<file path="src/design/rft_pkg.sv">
// shared constants and types of the rail fence transposer
// no dependencies; rft_if, rail_fence_transposer and rft_walker refer to it by scoped names
package rft_pkg;

	localparam int MAX_LEN = 64;
	localparam int ADDR_W  = $clog2(MAX_LEN);
	localparam int LEN_W   = ADDR_W + 1;
	localparam int SYM_W   = 8;
	localparam int RAIL_W  = 7;
	localparam int CYC_W   = RAIL_W + 1;
	localparam int NEXT_W  = ((ADDR_W > CYC_W) ? ADDR_W : CYC_W) + 1;
	localparam int IDX_W   = 1;
	localparam int DATA_W  = 7;

	typedef logic [IDX_W-1:0] reg_idx_t;
	localparam reg_idx_t REG_RAIL_COUNT  = 1'b0;
	localparam reg_idx_t REG_DECODE_MODE = 1'b1;

	localparam logic [RAIL_W-1:0] RAIL_RESET = 7'd3;

	// walker commands from the sequencer
	typedef struct packed {
		logic start;
		logic step;
	} walk_ctl_t;

endpackage

</file>
<file path="src/design/rft_if.sv">
// valid/ready channels of the rail fence transposer
// depends on rft_pkg for the payload widths
interface rft_in_if;
	logic                       valid;
	logic                       ready;
	logic [rft_pkg::SYM_W-1:0]  symbol_in;
	logic                       last_in;

	modport source (output valid, output symbol_in, output last_in, input ready);
	modport sink (input valid, input symbol_in, input last_in, output ready);
endinterface

interface rft_out_if;
	logic                       valid;
	logic                       ready;
	logic [rft_pkg::SYM_W-1:0]  symbol_out;
	logic                       last_out;
	logic                       overflow;

	modport source (output valid, output symbol_out, output last_out, output overflow,
		input ready);
	modport sink (input valid, input symbol_out, input last_out, input overflow,
		output ready);
endinterface

</file>
<file path="src/design/rail_fence_transposer.sv">
// Rail fence transposer: message bytes are loaded one per cycle into a 64-entry
// buffer until a request marked last arrives; bytes beyond 64 are dropped and every
// result of that message carries overflow. The whole message then leaves transposed
// over rail_count rails (0 and 1 pass it through unchanged). Encode produces each output
// byte in two steps (walker address, then the registered ram read). Decode first
// scatters the message into a second ram along the zigzag, a buffer read then a
// scratch write per byte, and then reads it out from that ram in order. The input is
// not ready from the last byte until the final result is taken. Configuration must be
// written through wr_en / wr_index / wr_data only while the block is idle (not enforced).
// depends on rft_pkg, rft_if, rft_ram and rft_walker
module rail_fence_transposer (
	input  logic                          clk,
	input  logic                          arst_n,
	input  logic                          wr_en,
	input  logic [rft_pkg::IDX_W-1:0]     wr_index,
	input  logic [rft_pkg::DATA_W-1:0]    wr_data,
	rft_in_if.sink                        msg,
	rft_out_if.source                     result
);

	typedef enum logic [4:0] {
		S_LOAD = 5'b00001,
		S_RD   = 5'b00010,
		S_OUT  = 5'b00100,
		S_SRD  = 5'b01000,
		S_SWR  = 5'b10000
	} state_t;

	state_t                       state_q;
	logic [rft_pkg::RAIL_W-1:0]   rail_count_q;
	logic                         decode_q;
	logic [rft_pkg::LEN_W-1:0]    len_q;
	logic                         ovf_q;
	logic [rft_pkg::ADDR_W-1:0]   cnt_q;

	logic [rft_pkg::RAIL_W-1:0]   rails_eff;
	logic [rft_pkg::ADDR_W-1:0]   pos;
	rft_pkg::walk_ctl_t           walk_ctl;
	logic                         in_fire;
	logic                         room;
	logic                         final_item;

	logic                         buf_we;
	logic                         buf_re;
	logic [rft_pkg::ADDR_W-1:0]   buf_raddr;
	logic [rft_pkg::SYM_W-1:0]    buf_rdata;
	logic                         scr_we;
	logic                         scr_re;
	logic [rft_pkg::SYM_W-1:0]    scr_rdata;

	always_comb begin
		rails_eff  = (rail_count_q == '0) ? rft_pkg::RAIL_W'(1) : rail_count_q;
		in_fire    = msg.valid && msg.ready;
		room       = len_q < rft_pkg::LEN_W'(rft_pkg::MAX_LEN);
		final_item = (rft_pkg::LEN_W'(cnt_q) + rft_pkg::LEN_W'(1)) == len_q;

		buf_we    = in_fire && room;
		buf_re    = (state_q == S_SRD) || ((state_q == S_RD) && !decode_q);
		buf_raddr = (state_q == S_SRD) ? cnt_q : pos;
		scr_we    = state_q == S_SWR;
		scr_re    = (state_q == S_RD) && decode_q;

		walk_ctl.start = in_fire && msg.last_in;
		walk_ctl.step  = (state_q == S_SWR) ||
			((state_q == S_OUT) && result.ready && !final_item);
	end

	always_ff @(posedge clk or negedge arst_n) begin
		if (!arst_n) begin
			rail_count_q <= rft_pkg::RAIL_RESET;
			decode_q     <= 1'b0;
		end else if (wr_en) begin
			case (wr_index)
				rft_pkg::REG_RAIL_COUNT:  rail_count_q <= wr_data[rft_pkg::RAIL_W-1:0];
				rft_pkg::REG_DECODE_MODE: decode_q     <= wr_data[0];
				default: ;
			endcase
		end
	end

	always_ff @(posedge clk or negedge arst_n) begin
		if (!arst_n) begin
			state_q <= S_LOAD;
			len_q   <= '0;
			ovf_q   <= 1'b0;
			cnt_q   <= '0;
		end else begin
			case (state_q)
				S_LOAD: begin
					if (in_fire) begin
						if (room) begin
							len_q <= len_q + rft_pkg::LEN_W'(1);
						end else begin
							ovf_q <= 1'b1;
						end
						if (msg.last_in) begin
							cnt_q   <= '0;
							state_q <= decode_q ? S_SRD : S_RD;
						end
					end
				end
				S_RD: begin
					state_q <= S_OUT;
				end
				S_OUT: begin
					if (result.ready) begin
						if (final_item) begin
							len_q   <= '0;
							ovf_q   <= 1'b0;
							state_q <= S_LOAD;
						end else begin
							cnt_q   <= cnt_q + rft_pkg::ADDR_W'(1);
							state_q <= S_RD;
						end
					end
				end
				S_SRD: begin
					state_q <= S_SWR;
				end
				// ciphertext byte cnt goes to its zigzag position in the scratch ram
				S_SWR: begin
					if (final_item) begin
						cnt_q   <= '0;
						state_q <= S_RD;
					end else begin
						cnt_q   <= cnt_q + rft_pkg::ADDR_W'(1);
						state_q <= S_SRD;
					end
				end
				default: begin
					state_q <= S_LOAD;
				end
			endcase
		end
	end

	rft_ram #(
		.DEPTH (rft_pkg::MAX_LEN),
		.WIDTH (rft_pkg::SYM_W)
	) u_buf (
		.clk   (clk),
		.we    (buf_we),
		.waddr (len_q[rft_pkg::ADDR_W-1:0]),
		.wdata (msg.symbol_in),
		.re    (buf_re),
		.raddr (buf_raddr),
		.rdata (buf_rdata)
	);

	rft_ram #(
		.DEPTH (rft_pkg::MAX_LEN),
		.WIDTH (rft_pkg::SYM_W)
	) u_scratch (
		.clk   (clk),
		.we    (scr_we),
		.waddr (pos),
		.wdata (buf_rdata),
		.re    (scr_re),
		.raddr (cnt_q),
		.rdata (scr_rdata)
	);

	rft_walker u_walker (
		.clk    (clk),
		.arst_n (arst_n),
		.ctl    (walk_ctl),
		.rails  (rails_eff),
		.len    (len_q),
		.pos    (pos)
	);

	assign msg.ready         = state_q == S_LOAD;
	assign result.valid      = state_q == S_OUT;
	assign result.symbol_out = decode_q ? scr_rdata : buf_rdata;
	assign result.last_out   = final_item;
	assign result.overflow   = ovf_q;

endmodule

</file>
<file path="src/design/rft_ram.sv">
// generic single write, single read ram with registered read data
// no dependencies
module rft_ram #(
	parameter int DEPTH = 64,
	parameter int WIDTH = 8
) (
	input  logic                     clk,
	input  logic                     we,
	input  logic [$clog2(DEPTH)-1:0] waddr,
	input  logic [WIDTH-1:0]         wdata,
	input  logic                     re,
	input  logic [$clog2(DEPTH)-1:0] raddr,
	output logic [WIDTH-1:0]         rdata
);

	logic [WIDTH-1:0] mem_q [DEPTH];

	always_ff @(posedge clk) begin
		if (we) begin
			mem_q[waddr] <= wdata;
		end
	end

	always_ff @(posedge clk) begin
		if (re) begin
			rdata <= mem_q[raddr];
		end
	end

endmodule

</file>
<file path="src/design/rft_walker.sv">
// zigzag position walker: steps through message positions rail by rail
// depends on rft_pkg
module rft_walker (
	input  logic                         clk,
	input  logic                         arst_n,
	input  rft_pkg::walk_ctl_t           ctl,
	input  logic [rft_pkg::RAIL_W-1:0]   rails,
	input  logic [rft_pkg::LEN_W-1:0]    len,
	output logic [rft_pkg::ADDR_W-1:0]   pos
);

	logic [rft_pkg::ADDR_W-1:0] rail_q;
	logic [rft_pkg::ADDR_W-1:0] pos_q;
	logic                       phase_q;

	logic [rft_pkg::CYC_W-1:0]  cycle_len;
	logic [rft_pkg::CYC_W-1:0]  twice_rail;
	logic [rft_pkg::CYC_W-1:0]  step_len;
	logic [rft_pkg::NEXT_W-1:0] next_pos;
	logic [rft_pkg::ADDR_W-1:0] next_rail;
	logic                       edge_rail;
	logic                       stay;

	always_comb begin
		cycle_len  = {rails - rft_pkg::RAIL_W'(1), 1'b0};
		twice_rail = rft_pkg::CYC_W'({rail_q, 1'b0});
		edge_rail  = (rail_q == '0) ||
			(rft_pkg::RAIL_W'(rail_q) == rails - rft_pkg::RAIL_W'(1));
		// middle rails alternate between the down and the up leg of the zigzag
		if (rails == rft_pkg::RAIL_W'(1)) begin
			step_len = rft_pkg::CYC_W'(1);
		end else if (edge_rail) begin
			step_len = cycle_len;
		end else if (phase_q) begin
			step_len = twice_rail;
		end else begin
			step_len = cycle_len - twice_rail;
		end
		next_pos  = rft_pkg::NEXT_W'(pos_q) + rft_pkg::NEXT_W'(step_len);
		stay      = next_pos < rft_pkg::NEXT_W'(len);
		next_rail = rail_q + rft_pkg::ADDR_W'(1);
	end

	always_ff @(posedge clk or negedge arst_n) begin
		if (!arst_n) begin
			rail_q  <= '0;
			pos_q   <= '0;
			phase_q <= 1'b0;
		end else if (ctl.start) begin
			rail_q  <= '0;
			pos_q   <= '0;
			phase_q <= 1'b0;
		end else if (ctl.step) begin
			if (stay) begin
				pos_q   <= next_pos[rft_pkg::ADDR_W-1:0];
				phase_q <= ~phase_q;
			end else begin
				// next rail starts at its own index
				rail_q  <= next_rail;
				pos_q   <= next_rail;
				phase_q <= 1'b0;
			end
		end
	end

	assign pos = pos_q;

endmodule
</file>
<file path="src/flat_wrapper.sv">
// flat-port wrapper written by rule: the top's interface ports become plain ports
module rail_fence_transposer_flat 
  (clk, arst_n, wr_en, wr_index, wr_data, msg_valid, msg_symbol_in, msg_last_in, msg_ready, result_valid, result_symbol_out, result_last_out, result_overflow, result_ready);
  rft_in_if msg_i ();
  rft_out_if result_i ();
  input  logic clk;
  input  logic arst_n;
  input  logic wr_en;
  input  logic [rft_pkg::IDX_W-1:0] wr_index;
  input  logic [rft_pkg::DATA_W-1:0] wr_data;
  input wire logic [$bits(msg_i.valid)-1:0] msg_valid;
  input wire logic [$bits(msg_i.symbol_in)-1:0] msg_symbol_in;
  input wire logic [$bits(msg_i.last_in)-1:0] msg_last_in;
  output wire logic [$bits(msg_i.ready)-1:0] msg_ready;
  output wire logic [$bits(result_i.valid)-1:0] result_valid;
  output wire logic [$bits(result_i.symbol_out)-1:0] result_symbol_out;
  output wire logic [$bits(result_i.last_out)-1:0] result_last_out;
  output wire logic [$bits(result_i.overflow)-1:0] result_overflow;
  input wire logic [$bits(result_i.ready)-1:0] result_ready;
  assign msg_i.valid = msg_valid;
  assign msg_i.symbol_in = msg_symbol_in;
  assign msg_i.last_in = msg_last_in;
  assign msg_ready = msg_i.ready;
  assign result_valid = result_i.valid;
  assign result_symbol_out = result_i.symbol_out;
  assign result_last_out = result_i.last_out;
  assign result_overflow = result_i.overflow;
  assign result_i.ready = result_ready;
  rail_fence_transposer u_core (.clk(clk), .arst_n(arst_n), .wr_en(wr_en), .wr_index(wr_index), .wr_data(wr_data), .msg(msg_i), .result(result_i));
endmodule
</file>
<file path="config.mk">
export PLATFORM = sky130hd
export DESIGN_NAME = rail_fence_transposer_flat
export DESIGN_NICKNAME = d
export VERILOG_FILES = /design/src/design/rft_pkg.sv /design/src/design/rft_if.sv /design/src/design/rail_fence_transposer.sv /design/src/design/rft_ram.sv /design/src/design/rft_walker.sv /design/src/flat_wrapper.sv
export SDC_FILE = /design/constraint.sdc
export NUM_CORES = 1
export LEC_CHECK = 0
export BUFFER_PORTS_ARGS = -buffer_cell sky130_fd_sc_hd__buf_4
export CORE_ASPECT_RATIO = 1.5
export CORE_MARGIN = 2
export CORE_UTILIZATION = 50
export DETAILED_ROUTE_END_ITERATION = 10
export GPL_TIMING_DRIVEN = 0
export PLACE_DENSITY = 0.66
export SLEW_MARGIN = 20
export SYNTH_ARGS = -nofsm -noshare
export SYNTH_HDL_FRONTEND = slang
export SYNTH_SLANG_ARGS = --single-unit
</file>
<file path="constraint.sdc">
create_clock -name clk -period 8 [get_ports clk]
set_input_delay 0.8 -clock clk [delete_from_list [all_inputs] [get_ports clk]]
set_output_delay 0.8 -clock clk [all_outputs]
set_load 0.03 [all_outputs]
</file>
==> results.sh <==
export IMPL_outcome="complete, no violations"
export IMPL_cts_clk_slew_worst_paths_ns=0.06
export IMPL_wl_um=113000
export IMPL_post_cts_buffers=0
export IMPL_cts_htree_levels=3
export IMPL_cts_root_buffer="clkbuf_16"
export IMPL_syn_num_nets=2716
export IMPL_drive_gt1_share_pct=16.1
export IMPL_cp_arrival_ns=7.17
export IMPL_rows=133
export IMPL_cp_num_buf_inv=4
export IMPL_syn_area_sq_um=44300
export IMPL_routabilityCongestion=0.953
export IMPL_crit_type="reg -> reg"
export IMPL_final_hold_viol_count=0
export IMPL_clockPowerShare_pct=33.3
export IMPL_nFillCells=6624
export IMPL_diodes=0
export IMPL_synth_edff_count=1040
export IMPL_end_kind="flip-flop"
export IMPL_ys_flop_type="edfxtp_1"
export IMPL_grt_max_degree=65
export IMPL_skew_ns=0.0253
export IMPL_pin_count=34
export IMPL_drt_iter0_drc=2572
export IMPL_drc_errors=0
export IMPL_rsz0062_at_grt="no"
export IMPL_holdWs_ns=0.0999
export IMPL_cts_tree="done"
export IMPL_worst_slew_pin_slew_ns=1.08
export IMPL_chipWidth_um=247
export IMPL_hold_path_class="in -> async"
export IMPL_peakVddDrop_v=0.000216
export IMPL_critPathLaunchType="flip-flop"
export IMPL_die_y_um=368
export IMPL_p_sw_share_pct=28.3
export IMPL_p_int_uw=9960
export IMPL_layout_commonest_cell="edfxtp_1"
export IMPL_vias=25100
export IMPL_ys_types=69
export IMPL_multiInputGateArea_sq_um=11200
export IMPL_grt_use_total_pct=25.2
export IMPL_synthCells=2668
export IMPL_dr_pass1_iters=6
export IMPL_dieArea_sq_um=91000
export IMPL_syn_area_per_cell_sq_um=16.6
export IMPL_power_uw=13900
export IMPL_final_antenna_net_count=0
export IMPL_drv_slew=0
export IMPL_grt_ovfl_total=0
export IMPL_coreArea_sq_um=87700
export IMPL_fmax_ghz=0.150
export IMPL_portBuffers=33
export IMPL_via_per_inst=6.20
export IMPL_insertion_delay_ns=0.68
export IMPL_initial_core_util_pct=50.5
export IMPL_grt_pass1_vias=25600
export IMPL_cts_buffers=97
export IMPL_grt_pass1_wl_um=166000
export IMPL_finalSetupTns_ns=0
export IMPL_synth_seq_area_share_pct=72.8
export IMPL_p_seq_share_pct=45.7
export IMPL_synth_seq_cells=1080
export IMPL_place_inst=3869
export IMPL_final_cells=4049
export IMPL_critPathRequiredTime_ns=8.52
export IMPL_switchingPower_uw=3930
export IMPL_cts_sinks=1080
export IMPL_antenna_found_initial=1
export IMPL_seq_area_sq_um=32200
export IMPL_critPathMaxFanout=10
export IMPL_cellLeakagePower_uw=0.0156
export IMPL_period_share_pct=83.1
export IMPL_powerDensity_nw_per_um2=281
export IMPL_yosysWarnings=0
export IMPL_fin_nets=2870
export IMPL_combPwrFrac_pct=21.0
export IMPL_finalSetupViolCount=0
export IMPL_cap_violations=0
export IMPL_fin_crit_ns=6.65
export IMPL_slowest_stage="dfstp_2"
export IMPL_area_growth_pct=11.8
export IMPL_mostFrequentLayoutCells="edfxtp_1, nand2_1, mux4_2"
export IMPL_async_flop_share_pct=3.70
export IMPL_slew_headroom_pct=26.1
export IMPL_routedWlPerCell_um=27.9
export IMPL_cpLargestDelayFamily="compound AO/OA/AOI/OAI gates"
export IMPL_post_route_util_pct=56.4
export IMPL_crit_path_max_incr_delay_ns=0.54
export IMPL_cts_hold_buf=0
export IMPL_hpwlAfterDp_um=78100
export IMPL_clockBufferDepth=3
export IMPL_ctsResizeCount=0
==> routing by layer <==
| metal | part of all wire, % | vias up | wire (um) | global-route usage, % |
|---|---|---|---|---|
| met5 | 0 | - | 0 | 0 |
| met4 | 5.7 | 0 | 6410 | 13.6 |
| met3 | 5.7 | 252 | 6430 | 3.27 |
| met2 | 54 | 1014 | 60500 | 45.3 |
| met1 | 35 | 12900 | 39700 | 29.0 |
| li1 | - | 11000 | - | - |
==> metrics by stage <==
step	cell area, sq um	setup WS (ns)
final	49500	1.35
after global routing	49500	0.810
after CTS	49500	1.37
after detailed placement	46300	1.39
after global placement	45900	1.36
after floorplan	44300	2.26
==> registers in the layout (all words and copies together) (netlist names) <==
register / count
u_core.u_buf.mem_q: 512
u_core.u_scratch.mem_q: 512
u_core.u_buf.rdata: 8
u_core.u_scratch.rdata: 8
u_core.len_q: 7
u_core.rail_count_q: 7
u_core.cnt_q: 6
u_core.u_walker.pos: 6
u_core.u_walker.rail_q: 6
u_core.state_q: 5
u_core.decode_q: 1
u_core.result.overflow: 1
u_core.u_walker.phase_q: 1
==> cells by family (layout without fill, tap and decap cells) <==
logic type / after synthesis / count (layout) / share of synthesized area, %
flops: 1080 / 1080 / 72.8
xor+xnor: 20 / 20 / 0.396
compound gates: 367 / 367 / 5.84
buf+inv: 200 / 434 / 2.00
fa+ha+maj: 26 / 26 / 0.769
mux: 230 / 230 / 10.0
simple gates: 745 / 745 / 8.16
==> final cells by class <==
| type | count | area share, % |
|---|---|---|
| buffer | 174 | 1.60 |
| clock buffer | 110 | 5.07 |
| clock inverter | 69 | 1.29 |
| inverter | 26 | 0.197 |
| multi-input combinational | 1388 | 22.6 |
| sequential | 1080 | 65.1 |
| tap | 1147 | 2.90 |
| timing repair buffer | 55 | 1.26 |
==> power by group through the flow <==
stage	Sequential [uW]	Clock [uW]	Combinational, uW
after floorplan	6480	0	1810
after global placement	6530	0	2740
after detailed placement	6460	0	2880
after CTS	6340	4670	2900
after global routing	6350	4870	3080
final	6340	4620	2920
==> cell usage after synthesis, drive strengths merged (19+ instances only) <==
cell type	n	share of area, %
a211oi	166	2.8
a21oi	22	0.25
a31oi	41	0.59
and3	141	2.0
buf	81	0.99
clkbuf	93	0.79
dfrtp	37	2.1
edfxtp	1040	71
ha	24	0.68
inv	25	0.21
mux2	19	0.48
mux2i	43	0.98
mux4	168	8.5
nand2	235	2.0
nand3	93	1.1
nand4	22	0.33
nor2	167	1.5
o21ai	57	0.69
==> path summary, 6_finish.rpt <==
| check | from | end | slack, ns | cells after the start |
|---|---|---|---|---|
| setup / recovery | u_core.rail_count_q[1] | u_core.u_walker.pos[0] | 1.35 | 27 |
| hold / removal | arst_n | u_core.rail_count_q[6] | 0.1 | 1 |
| setup reg to reg | u_core.rail_count_q[1] | u_core.u_walker.pos[0] | 1.35 | 27 |
| hold reg to reg | u_core.rail_count_q[6] | u_core.rail_count_q[6] | 0.57 | 1 |
| max in group asynchronous | arst_n | u_core.u_walker.rail_q[1] | 7.51 | 1 |
| min in group clk | wr_data[1] | u_core.rail_count_q[1] | 0.36 | 3 |
No activity file was read; power rests on OpenSTA's default activity.
